File: config.mk
export PLATFORM = sky130hd
export DESIGN_NAME = vmt_sqrt_cell
export DESIGN_NICKNAME = d
export VERILOG_FILES = /design/src/rtl/core/vmt_pkg.sv /design/src/rtl/core/vmt_sqrt_cell.sv
export SDC_FILE = /design/constraint.sdc
export NUM_CORES = 1
export LEC_CHECK = 0
export BUFFER_PORTS_ARGS = -buffer_cell sky130_fd_sc_hd__buf_4
export CAP_MARGIN = 0
export CORE_AREA = 2 2 418 420
export CTS_CLUSTER_DIAMETER = 100
export DETAILED_ROUTE_END_ITERATION = 7
export DIE_AREA = 0 0 420 422
export GPL_TIMING_DRIVEN = 0
export HOLD_SLACK_MARGIN = 0.05
export PLACE_DENSITY = 0.3
export SYNTH_ARGS = -nofsm -noshare
export SYNTH_HDL_FRONTEND = slang
export SYNTH_SLANG_ARGS = --single-unit
File: constraint.sdc
create_clock -name clk -period 1.7 [get_ports clk]
set_clock_uncertainty 0.1 [all_clocks]
set_input_delay 0.17 -clock clk [delete_from_list [all_inputs] [get_ports clk]]
set_output_delay 0.17 -clock clk [all_outputs]
set_load 0.03 [all_outputs]
File: src/rtl/core/vmt_pkg.sv
package vmt_pkg;

    localparam int CW    = 32;            // coordinate width
    localparam int DW    = CW + 1;        // magnitude of a coordinate difference
    localparam int SQW   = 2 * DW;        // square of a difference
    localparam int SUMW  = 2 * CW + 2;    // sum of three squares, even width
    localparam int ROOTW = SUMW / 2;      // floor root of the sum
    localparam int RMW   = ROOTW + 3;     // root remainder
    localparam int NUMW  = 2 * CW + 1;    // difference times step
    localparam int DRW   = DW + 1;        // division remainder
    localparam int AXES  = 3;

    localparam logic [1:0] DIMS_2D    = 2'd2;
    localparam logic [1:0] DIMS_RESET = 2'd3;

    typedef struct packed {
        logic signed [CW-1:0] cur_x;
        logic signed [CW-1:0] cur_y;
        logic signed [CW-1:0] cur_z;
        logic signed [CW-1:0] goal_x;
        logic signed [CW-1:0] goal_y;
        logic signed [CW-1:0] goal_z;
        logic [CW-1:0]        step_length;
    } vmt_in_t;

    typedef struct packed {
        logic signed [CW-1:0] new_x;
        logic signed [CW-1:0] new_y;
        logic signed [CW-1:0] new_z;
        logic                 reached;
    } vmt_out_t;

    // what travels beside the arithmetic down the whole chain
    typedef struct packed {
        logic [AXES-1:0][CW-1:0] cur;
        logic [AXES-1:0][CW-1:0] goal;
        logic [AXES-1:0]         neg;
        logic                    reached;
        logic                    two_d;
    } vmt_side_t;

    typedef struct packed {
        vmt_side_t                 side;
        logic [AXES-1:0][NUMW-1:0] num;
        logic [SUMW-1:0]           rad;
        logic [RMW-1:0]            rem;
        logic [ROOTW-1:0]          root;
    } vmt_sq_t;

    typedef struct packed {
        vmt_side_t                side;
        logic [ROOTW-1:0]         root_len;
        logic [AXES-1:0][DRW-1:0] rem;
        logic [AXES-1:0][CW-1:0]  low;
    } vmt_dv_t;

endpackage

File: src/rtl/core/vmt_sqrt_cell.sv
module vmt_sqrt_cell
    import vmt_pkg::*;
(
    input  logic    clk,
    input  logic    rst_n,
    input  logic    en,
    input  logic    prev_valid,
    input  vmt_sq_t prev_data,
    output logic    next_valid,
    output vmt_sq_t next_data
);

    logic    valid_reg;
    vmt_sq_t data_reg;
    vmt_sq_t data_next;
    logic [RMW-1:0] rem_sh;
    logic [RMW-1:0] trial;

    // one root bit: bring down two radicand bits, try root*4+1
    always_comb
    begin
        rem_sh    = {prev_data.rem[RMW-3:0], prev_data.rad[SUMW-1 -: 2]};
        trial     = {1'b0, prev_data.root, 2'b01};
        data_next = prev_data;
        data_next.rad = {prev_data.rad[SUMW-3:0], 2'b00};
        if (rem_sh >= trial)
        begin
            data_next.rem  = rem_sh - trial;
            data_next.root = {prev_data.root[ROOTW-2:0], 1'b1};
        end
        else
        begin
            data_next.rem  = rem_sh;
            data_next.root = {prev_data.root[ROOTW-2:0], 1'b0};
        end
    end

    always_ff @(posedge clk or negedge rst_n)
    begin
        if (!rst_n)
            valid_reg <= 1'b0;
        else if (en)
            valid_reg <= prev_valid;
    end

    always_ff @(posedge clk)
    begin
        if (en)
            data_reg <= data_next;
    end

    assign next_valid = valid_reg;
    assign next_data  = data_reg;

endmodule

=== Yosys cells after proc, flatten, opt, wreduce, memory -nomap -nowiden ===
Index checks and enable logic that the tools add are counted.

* Word-level logic and storage cells: 19
* Register bits after elaboration: 526
* Input bits: 531
* Output and inout port bits: 528

* $add $sub $neg: 1
* Muxes and demuxes: 1
* $lt $le $gt $ge: 1

{| class="wikitable"
|+ Operators by type and width
! cell !! count
|-
| 2-to-1 mux 69 bit || 1
|-
| greater-or-equal comparator 36 x 35 -> 1 bit || 1
|-
| subtractor 36 x 35 -> 36 bit || 1
|}

=== Logic depth before layout (Yosys ltp) ===
* Depth in word-level cells: 2
* Mapped depth: 13

=== Least setup slack after synthesis ===
No wires, ideal clock.

* Path type: input to register
* Start: in prev_data[0] (netlist name)
* End: reg data_reg, in the netlist next_data[40], data pin
* Stages: 12
* Buffers on the path: 1
* Setup slack: -1.220 ns
* Arrival: 2.560 ns
* Setup time: 0.260 ns
* Cell sequence: inv_1 -> ha_1 -> nor2b_4 -> o311ai_2 -> a32oi_2 -> a31oi_4 -> o211ai_4 -> a41o_4 -> a21oi_4 -> inv_4 -> buf_6 -> mux2_4

{| class="wikitable"
|+ RTL lines
! item !! RTL line !! RTL
|-
| from (decl) || vmt_sqrt_cell.sv:8 || <nowiki>input vmt_sq_t prev_data,</nowiki>
|-
| to (signal assigned) || vmt_sqrt_cell.sv:49 || <nowiki>data_reg <= data_next;</nowiki>
|-
| to (decl) || vmt_sqrt_cell.sv:14 || <nowiki>vmt_sq_t data_reg;</nowiki>
|}

==> flow_metrics.py <==
metrics = {
    "status": {
        "status": "finished, violations left",
        "failed_checks": "hold timing, setup timing",
    },
    "setup_path": {
        "crit_required_ps": 2010,
        "worst-path-buf-inv": 5,
        "cp.arrival_ps": 2790,
        "crit_top_cell": "buf_12",
        "worstSetupStartpointType": "input pin",
        "cp_num_cells": 14,
        "cp-end-kind": "flip-flop",
        "slowest_stage": "a41o_4",
        "crit_type": "in -> reg",
        "path_cells": "buf_8 > inv_4 > ha_4 > nor2b_4 > o311ai_4 > a32oi_2 > a31oi_4 > buf_12 > o211ai_4 > a41o_4 > a21oi_4 > inv_6 > buf_12 > mux2_4",
        "slowest_delay_ps": 310,
        "r2r_cells": 1,
        "crit_family": "compound AO/OA/AOI/OAI gates",
        "cp_max_fo": 10,
    },
    "min_path": {
        "hp-class": "in -> reg",
        "whs_path_depth": 2,
    },
    "pwr": {
        "powerDensity_mw_per_mm2": 1010,
        "internal_power_mw": 29.2,
        "p_comb_frac": 0.218,
        "total_power_mw": 40.9,
        "irDropWorstVdd_mv": 0.632,
        "switchingPower_mw": 11.8,
        "seq_power_share": 0.390,
        "power.leakage_nw": 16.3,
        "power_frac_clock": 0.392,
        "switching_share": 0.287,
    },
    "drt": {
        "dr.pass1.iters": 5,
        "wl_per_cell_um": 21.6,
        "vias": 16300,
        "ant_nets": 0,
        "drt-initial-drc-count": 830,
        "wl_met1_um": 42300,
        "top_layer": "met5",
        "wirelength_um": 112000,
        "met2_length_um": 60900,
        "wl_met3_um": 5750,
        "via_per_inst": 3.13,
        "drc": 0,
    },
    "synth": {
        "yosysMostFrequentCell": "edfxtp_1",
        "yosys.area_share.simple": 0.0245,
        "synth_top_area_frac": 0.857,
        "ys.flop_type": "edfxtp_1",
        "synth_compound_area_frac": 0.0391,
        "synthCells": 871,
        "synthMuxAreaShare": 0.0255,
        "synth_top_family_by_area": "compound AO/OA/AOI/OAI gates",
        "seq_area_frac_synth": 0.859,
        "netlist_area_sq_mm": 0.0184,
        "yosysWarnings": 0,
        "synth_cell_types": 57,
        "synth_enable_flop_cells": 525,
        "ys_top_cells_by_area": "edfxtp_1, ha_1, mux2_4, inv_1, xnor2_1",
        "ys_seq_elements": 526,
        "ys_top_cells_by_count": "edfxtp_1, inv_1, ha_1, a21oi_1, nand2_1",
        "synth_xor_area_frac": 0.0148,
        "yosys.area_share.adder": 0.0238,
        "avgSynthCellArea_sq_um": 21.1,
        "yosys.area.top_type": "edfxtp_1",
        "async_flop_share": 0.00190,
    },
    "floorplan": {
        "die_h_um": 422,
        "die_w_um": 420,
        "dieArea_sq_mm": 0.177,
        "core_area_sq_mm": 0.173,
        "start_util": 0.106,
        "ioPinCount": 1059,
        "fp-row-count": 153,
    },
    "sta": {
        "finalWorstSetupSlack_ps": -780,
        "rsz0062_at_grt": "yes",
        "setup_viol_count_final": 233,
        "tightest_slew_ps": 750,
        "maxSlewHeadroom": 0.500,
        "period_share": 1.46,
        "maxSlewViolCount": 0,
        "max_clock_freq_mhz": 403,
        "hold_violations": 11,
        "fin_hold_ws_ps": -268,
        "min_period_ps": 2480,
    },
    "clock_tree": {
        "cts_max_level": 3,
        "cts_buffer_depth": 3,
        "cts_tree": "done",
        "cts_buffers": 75,
        "numClockSinks": 526,
        "clock_latency_ps": 670,
        "cts-root-buf": "clkbuf_16",
        "path_clk_slew_ps": 50,
    },
    "global_routing": {
        "antenna_found_initial": 39,
        "grt_usage": 0.121,
        "grt_max_degree": 122,
        "grt_pass1_vias": 17600,
        "grt_pass1_wl_um": 147000,
        "grt.overflow.total": 0,
    },
    "placed_design": {
        "port_buffers": 1054,
        "dpl.hpwl_um": 87400,
        "gp_congestion": 0.834,
    },
    "flow_run": {
        "drv_cap": 0,
    },
    "finish": {
        "nNetsFinal": 3366,
        "layout-drive-gt1-share": 0.460,
        "utilization": 0.233,
        "area_growth_pct": 120,
    },
}
## layout make-up
cell class,instances,area [sq um]
inverter,48,193
tap,2325,2910
sequential,526,15800
antenna,10,25.0
multi-input combinational,289,2800
timing repair buffer,1854,16100
fill,18300,133000
clock inverter,41,462
clock buffer,91,2010
buffer,6,78.8
## path summary, 6_finish.rpt
check	start	end	slack, ps
max	prev_data[0]	next_data[53]	-780
min	prev_data[133]	next_data[33]	-270
max reg2reg	next_valid	next_valid	850
min reg2reg	next_valid	next_valid	420
max in group asynchronous	rst_n	next_valid	1130
min in group asynchronous	rst_n	next_valid	270
## through the flow
stage | cells | cell area [sq um] | hold slack [ps] | setup slack, ps | setup TNS, ps
2_1_floorplan | 872 | 18600 | -226 | -1040 | -35920
3_3_place_gp | 4251 | 29400 | -151 | -4520 | -2361460
3_5_place_dp | 4256 | 29500 | -151 | -2540 | -208080
4_1_cts | 5167 | 40200 | -528 | -792 | -27870
5_1_grt | 5188 | 40400 | -332 | -832 | -119160
6_report | 5190 | 40400 | -268 | -780 | -103370
## layout by cell type, fill, tap and decap left out, drive strengths merged, types with 12 or more instances in the layout
cell,synthesis,routed
a21oi,34,34
ha,35,35
xnor2,19,19
buf,5,1093
clkinv,0,22
nor2,12,12
dlygate4sd3,0,765
inv,48,58
mux2,32,32
xor2,12,12
edfxtp,525,525
clkbuf,4,93
nand2,27,27
o21ai,20,20
## registers in the layout (all words and copies together) (netlist names)
register and count:
next_data 525, next_valid 1
## power by group through the flow
stage	clock [mW]	sequential, mW	combinational (mW)
2_1_floorplan	0	18.4	1.02
4_1_cts	16.8	16.0	9.08
5_1_grt	17.2	16.0	9.40
3_5_place_dp	0	16.2	7.26
6_report	16.0	16.0	8.94
3_3_place_gp	0	16.3	7.24
## cells by family after synthesis
family,after synthesis
xor gates and xnor gates,31
and+or+nand+nor,88
buffers and inverters,57
AOI/OAI and AO/OA,100
adders and majority gates,35
muxes,33
other,1
DFF,526
## layer usage
layer,track usage,vias up
li1,-,7293
met1,0.132,8264
met2,0.226,552
met3,0.0283,142
met4,0.0403,8
met5,0,-
## what timing repair did
item	in CTS	in global routing
buffers inserted	26	2
gates resized for setup	86	7
pin swaps	19	1
hold endpoints to repair	684	37
hold buffers	755	11
gates cloned	1	1
endpoints found under the setup margin	49	115
Power figures use the tool's default switching activity.
