`src/rtl/core/vmt_pkg.sv`:
```
package vmt_pkg;

    localparam int CW    = 32;            // coordinate width
    localparam int DW    = CW + 1;        // magnitude of a coordinate difference
    localparam int SQW   = 2 * DW;        // square of a difference
    localparam int SUMW  = 2 * CW + 2;    // sum of three squares, even width
    localparam int ROOTW = SUMW / 2;      // floor root of the sum
    localparam int RMW   = ROOTW + 3;     // root remainder
    localparam int NUMW  = 2 * CW + 1;    // difference times step
    localparam int DRW   = DW + 1;        // division remainder
    localparam int AXES  = 3;

    localparam logic [1:0] DIMS_2D    = 2'd2;
    localparam logic [1:0] DIMS_RESET = 2'd3;

    typedef struct packed {
        logic signed [CW-1:0] cur_x;
        logic signed [CW-1:0] cur_y;
        logic signed [CW-1:0] cur_z;
        logic signed [CW-1:0] goal_x;
        logic signed [CW-1:0] goal_y;
        logic signed [CW-1:0] goal_z;
        logic [CW-1:0]        step_length;
    } vmt_in_t;

    typedef struct packed {
        logic signed [CW-1:0] new_x;
        logic signed [CW-1:0] new_y;
        logic signed [CW-1:0] new_z;
        logic                 reached;
    } vmt_out_t;

    // what travels beside the arithmetic down the whole chain
    typedef struct packed {
        logic [AXES-1:0][CW-1:0] cur;
        logic [AXES-1:0][CW-1:0] goal;
        logic [AXES-1:0]         neg;
        logic                    reached;
        logic                    two_d;
    } vmt_side_t;

    typedef struct packed {
        vmt_side_t                 side;
        logic [AXES-1:0][NUMW-1:0] num;
        logic [SUMW-1:0]           rad;
        logic [RMW-1:0]            rem;
        logic [ROOTW-1:0]          root;
    } vmt_sq_t;

    typedef struct packed {
        vmt_side_t                side;
        logic [ROOTW-1:0]         root_len;
        logic [AXES-1:0][DRW-1:0] rem;
        logic [AXES-1:0][CW-1:0]  low;
    } vmt_dv_t;

endpackage

```
`src/rtl/core/vmt_div_cell.sv`:
```
module vmt_div_cell
    import vmt_pkg::*;
(
    input  logic    clk,
    input  logic    rst_n,
    input  logic    en,
    input  logic    prev_valid,
    input  vmt_dv_t prev_data,
    output logic    next_valid,
    output vmt_dv_t next_data
);

    logic    valid_reg;
    vmt_dv_t data_reg;
    vmt_dv_t data_next;
    logic [DRW-1:0] rem_sh;
    logic [DRW-1:0] divisor;

    // one quotient bit per axis; quotient bits fill the low word from the right
    always_comb
    begin
        data_next = prev_data;
        divisor   = DRW'(prev_data.root_len);
        rem_sh    = '0;
        for (int a = 0; a < AXES; a++)
        begin
            rem_sh = {prev_data.rem[a][DRW-2:0], prev_data.low[a][CW-1]};
            if (rem_sh >= divisor)
            begin
                data_next.rem[a] = rem_sh - divisor;
                data_next.low[a] = {prev_data.low[a][CW-2:0], 1'b1};
            end
            else
            begin
                data_next.rem[a] = rem_sh;
                data_next.low[a] = {prev_data.low[a][CW-2:0], 1'b0};
            end
        end
    end

    always_ff @(posedge clk or negedge rst_n)
    begin
        if (!rst_n)
            valid_reg <= 1'b0;
        else if (en)
            valid_reg <= prev_valid;
    end

    always_ff @(posedge clk)
    begin
        if (en)
            data_reg <= data_next;
    end

    assign next_valid = valid_reg;
    assign next_data  = data_reg;

endmodule

```
`config.mk`:
```
export PLATFORM = sky130hd
export DESIGN_NAME = vmt_div_cell
export DESIGN_NICKNAME = d
export VERILOG_FILES = /design/src/rtl/core/vmt_pkg.sv /design/src/rtl/core/vmt_div_cell.sv
export SDC_FILE = /design/constraint.sdc
export NUM_CORES = 1
export LEC_CHECK = 0
export BUFFER_PORTS_ARGS = -buffer_cell sky130_fd_sc_hd__buf_4
export CAP_MARGIN = 20
export CORE_AREA = 2 2 331 333
export DETAILED_ROUTE_END_ITERATION = 16
export DIE_AREA = 0 0 333 335
export PLACE_DENSITY_LB_ADDON = 0.08
export SETUP_SLACK_MARGIN = 0.3
export SLEW_MARGIN = 20
export SYNTH_ARGS = -nofsm -noshare
export SYNTH_HDL_FRONTEND = slang
export SYNTH_SLANG_ARGS = --single-unit
```
`constraint.sdc`:
```
create_clock -name clk -period 1.5 [get_ports clk]
set_input_delay 0.3 -clock clk [delete_from_list [all_inputs] [get_ports clk]]
set_output_delay 0.3 -clock clk [all_outputs]
set_load 0.01 [all_outputs]
```
Word-level counts from Yosys, hierarchy flattened
Index checks and enable logic that the tools add are counted.
{ "word_totals": {"elab_cells": 29, "in_bits": 432, "ff_bits": 429} }
{ "op_classes": {"addsub": 3, "n_lt_le_gt_ge": 3, "mux": 6} }
{ "ops": {"columns": ["op", "count"], "rows": [
  [">= comparator 34 x 33 -> 1 bit", 3],
  ["2-to-1 mux 34 bit", 3],
  ["subtractor 34 x 33 -> 34 bit", 3],
  ["2-to-1 mux 1 bit", 3]
]} }

Logic depth before layout (Yosys ltp)
{ "depth": {"ltp_word": 2, "ltp_mapped": 15, "depth_no_buf": 13} }

Worst setup path after synthesis
Ideal clock, no wire load.
{ "synth_timing": {"kind": "input -> register", "startpoint": "in prev_data[63] (netlist name)", "endpoint": "reg data_reg, in the netlist next_data[158], data pin", "path_slack_ns": -1.416, "path_stages": 12, "arrival_time_ns": 2.660, "setup_time_ns": 0.256, "path_buffers": 0, "t_required_ns": 1.244, "cell_sequence": "inv_1 ha_1 inv_1 fa_1 a211oi_2 o21ai_2 a2111oi_4 nor2_2 a21oi_2 a211oi_1 or3_1 a31o_2"} }
{ "synth_rtl": {"columns": ["item", "line", "source"], "rows": [
  ["start: declaration", "vmt_div_cell.sv:8", "input vmt_dv_t prev_data,"],
  ["end signal: assignment", "vmt_div_cell.sv:52", "data_reg <= data_next;"],
  ["end: declaration", "vmt_div_cell.sv:14", "vmt_dv_t data_reg;"]
]} }

==> impl_metrics.ini <==
[run_status]
status = complete, but fails checks
violations = setup timing

[critical_path]
worstSetupPathType = input pin to flip-flop
r2r_start = next_valid$_DFFE_PN0P_
crit_top_cell = buf_12
worstPathCellList = buf_12 -> clkinvlp_4 -> ha_4 -> buf_4 -> nand3_2 -> nor4_4 -> buf_4 -> a221oi_4 -> o211ai_1 -> a211oi_2 -> o21a_4 -> buf_12 -> buf_12 -> and2_4 -> a41o_1
startpoint_type = input pin
timing.rr.end = next_valid$_DFFE_PN0P_
r2r_slack_ps = 620
crit_fanout = 4
slowest_delay_ps = 360
worstPathArrival_ps = 2850
cp-end-kind = flip-flop
crit_slowest_cell = ha_4
r2r_cells = 2
required_ps = 1900

[floorplanning]
rows = 121
core_um2 = 108000
start_util_pct = 18.2
die_h_um = 335
ios = 861
die_x_um = 333
die_area_um2 = 112000

[placement]
place_hpwl_mm = 92.8
dpl.cell_count = 4127
numPortBuffers = 857
gp_congestion = 0.852

[global_route]
use_met1_pct = 22.0
grt_use_total_pct = 19.5
grt_pass1_vias = 20500
grt.busiest_layer = met2
overflow = 0
grt_max_degree = 38
grt_pass1_wl_mm = 154
grt_use_met3_pct = 7.76
antenna_found_initial = 48
grt_util_met2_pct = 34.6

[synth]
synth_fp_nets = 1983
synth_common_cells = edfxtp_1 (428), a21oi_1 (138), nand2_1 (105), nor2_1 (100), ha_1 (99)
synth_cell_types = 89
synthMuxAreaShare_pct = 0.483
synth_area_leaders = edfxtp_1 (65%), ha_1 (6.3%), a21oi_1 (3.5%)
synth-seq-area-share_pct = 65.4
ys.flop_type = edfxtp_1
synthCells = 1449
postSynth.asyncResetShare_pct = 0.233
synth_edf_count = 428
synthAdderAreaFrac_pct = 6.60
synth_area_um2 = 19700
ys_warn_count = 0
yosysTopAreaCellShare_pct = 65.3
syn_avg_cell_area_um2 = 13.6
yosys.area.top_type = edfxtp_1
yosysMostFrequentCell = edfxtp_1
synth_top_family_by_area = compound AO/OA/AOI/OAI gates
synth-simple-area-share_pct = 8.55
yosys.area_share.xor_xnor_pct = 3.25
ys_seq_elements = 429
synth_compound_area_share_pct = 13.4

[sta]
maxSlewHeadroom_pct = 63.0
rsz0062_at_grt = true
fin_ws_ps = -951
final-hold-violation-count = 0
worstMarginPinSlew_ps = 550
drv_slew = 0
period_minus_slack_ps = 2450
fin_skew_ps = 0
setup_viol = 150
post-route-period-util_pct = 163
fmax_mhz = 408

[clock_tree]
cts_tree = yes
clock_path_buffers = 3
cts-root-buf = clkbuf_16
clk_pin_slew_ps = 60
insertion_delay_ps = 620
cts_made_buffers = 56
cts-htree-levels = 2
clkSinkCount = 429

[finish]
syn_to_final_growth_pct = 109
instances_no_fill = 4676
fillers = 10700
layout.nets = 3741
layout.area.seq_um2 = 12900
multi_input_area_um2 = 7910
drive_above_1_share_pct = 52.9
fin_util_pct = 38.1

[power]
ir_drop_v = 0.000909
powerDensity_nw_per_um2 = 1010
leakage_nw = 17.4

[min_path]
holdPathStages = 3
hp-class = input pin to flip-flop
whs_endpoint = next_data[189]$_DFFE_PP_
min_from = prev_data[188]

[drt]
drt-initial-drc-count = 894
drc = 0
routed_wl_mm = 113
dr.pass1.iters = 5
wire_per_inst_um = 24.2
viasPerCell = 4.14
via_count = 19300
antenna_left = 0

[run]
cap_violations = 0
sequential cells by signal, indices dropped and copies added, names as in the netlist:
| signal | cells |
|---|---|
| next_valid | 1 |
| next_data | 428 |
per-layer routing:
layer	up-vias	part of all wire, %
met5	-	0.27
met4	46	2.1
met3	166	8.9
met2	607	50
met1	9424	39
li1	9104	-
cells in the final DEF (no fill, tap or decap), drive strengths merged, types with 8 or more instances in the layout:
cell / count
a21o: 64
nand3: 23
and3: 14
xor2: 35
o21a: 11
xnor2: 38
edfxtp: 428
buf: 1350
nand2: 106
a31oi: 9
a211o: 8
o21bai: 16
inv: 56
dlygate4sd3: 379
clkinvlp: 17
ha: 99
nand4: 18
bufinv: 8
nor2: 102
a211oi: 12
diode: 11
and2: 12
nor4: 9
nor3: 18
a21oi: 142
clkinv: 24
clkbuf: 62
o21ai: 71
worst max-delay path by stage:
stage | end | cells after the start | from | slack (ps)
after floorplan | next_data[158]$_DFFE_PP_ | 12 | prev_data[63] | -1240
after global placement | next_data[155]$_DFFE_PP_ | 13 | prev_data[208] | -1910
after detailed placement | next_data[155]$_DFFE_PP_ | 13 | prev_data[208] | -1870
after CTS | next_data[122]$_DFFE_PP_ | 13 | prev_data[199] | -930
after global routing | next_data[129]$_DFFE_PP_ | 14 | prev_data[199] | -1000
final | next_data[155]$_DFFE_PP_ | 15 | prev_data[200] | -950
logic make-up after synthesis:
family | count (synthesis)
AOI/OAI and AO/OA | 397
xor gates and xnor gates | 73
adders and majority gates | 102
buffers and inverters | 94
DFF | 429
muxes | 9
and+or+nand+nor | 345
critical path: cells and delay by family:
family	cells	cell delay, ps
adders and majority gates	1	360
buffers and inverters	6	880
and+or+nand+nor	3	580
AOI/OAI and AO/OA	5	710
report_power, final:
part | leakage, nW | internal (mW) | switching [mW]
Combinational | 12.3 | 6.62 | 5.48
Clock | 0.902 | 8.25 | 5.77
Sequential | 4.20 | 14.7 | 0.656
stage by stage:
stage / TNS (ps) / worst slack, ps / hold WS, ps / area [µm²] / total power, mW
after detailed placement: -176540 / -1870 / 77.2 / 31700 / 24.7
final: -90880 / -951 / 49.5 / 41100 / 41.4
after CTS: -101000 / -930 / 2.16 / 40200 / 41.7
after floorplan: -111160 / -1240 / 4.41 / 20100 / 18.6
after global routing: -110550 / -1000 / 16.6 / 41100 / 43.3
after global placement: -175960 / -1910 / 76.5 / 31700 / 24.8
repair_timing:
| action | CTS | global route |
|---|---|---|
| gates resized for setup | 599 | 172 |
| endpoints found under the setup margin | 534 | 534 |
| buffers inserted | 36 | 11 |
| endpoints found under the hold margin | 384 | 0 |
| hold buffers | 379 | 0 |
| cloned | 9 | 1 |
| pin swaps | 82 | 54 |
area by class of cell:
class / instances / share of cell area, %
repair buffers: 1730 / 39.5
flip-flops and latches: 429 / 31.3
multi-input cells: 926 / 19.2
well taps: 1414 / 4.30
clock buffers: 61 / 3.45
clock inverters: 41 / 1.14
inverters: 59 / 0.836
repair inverters: 5 / 0.149
diodes: 11 / 0.0669
No activity file was read; power rests on OpenSTA's default activity.
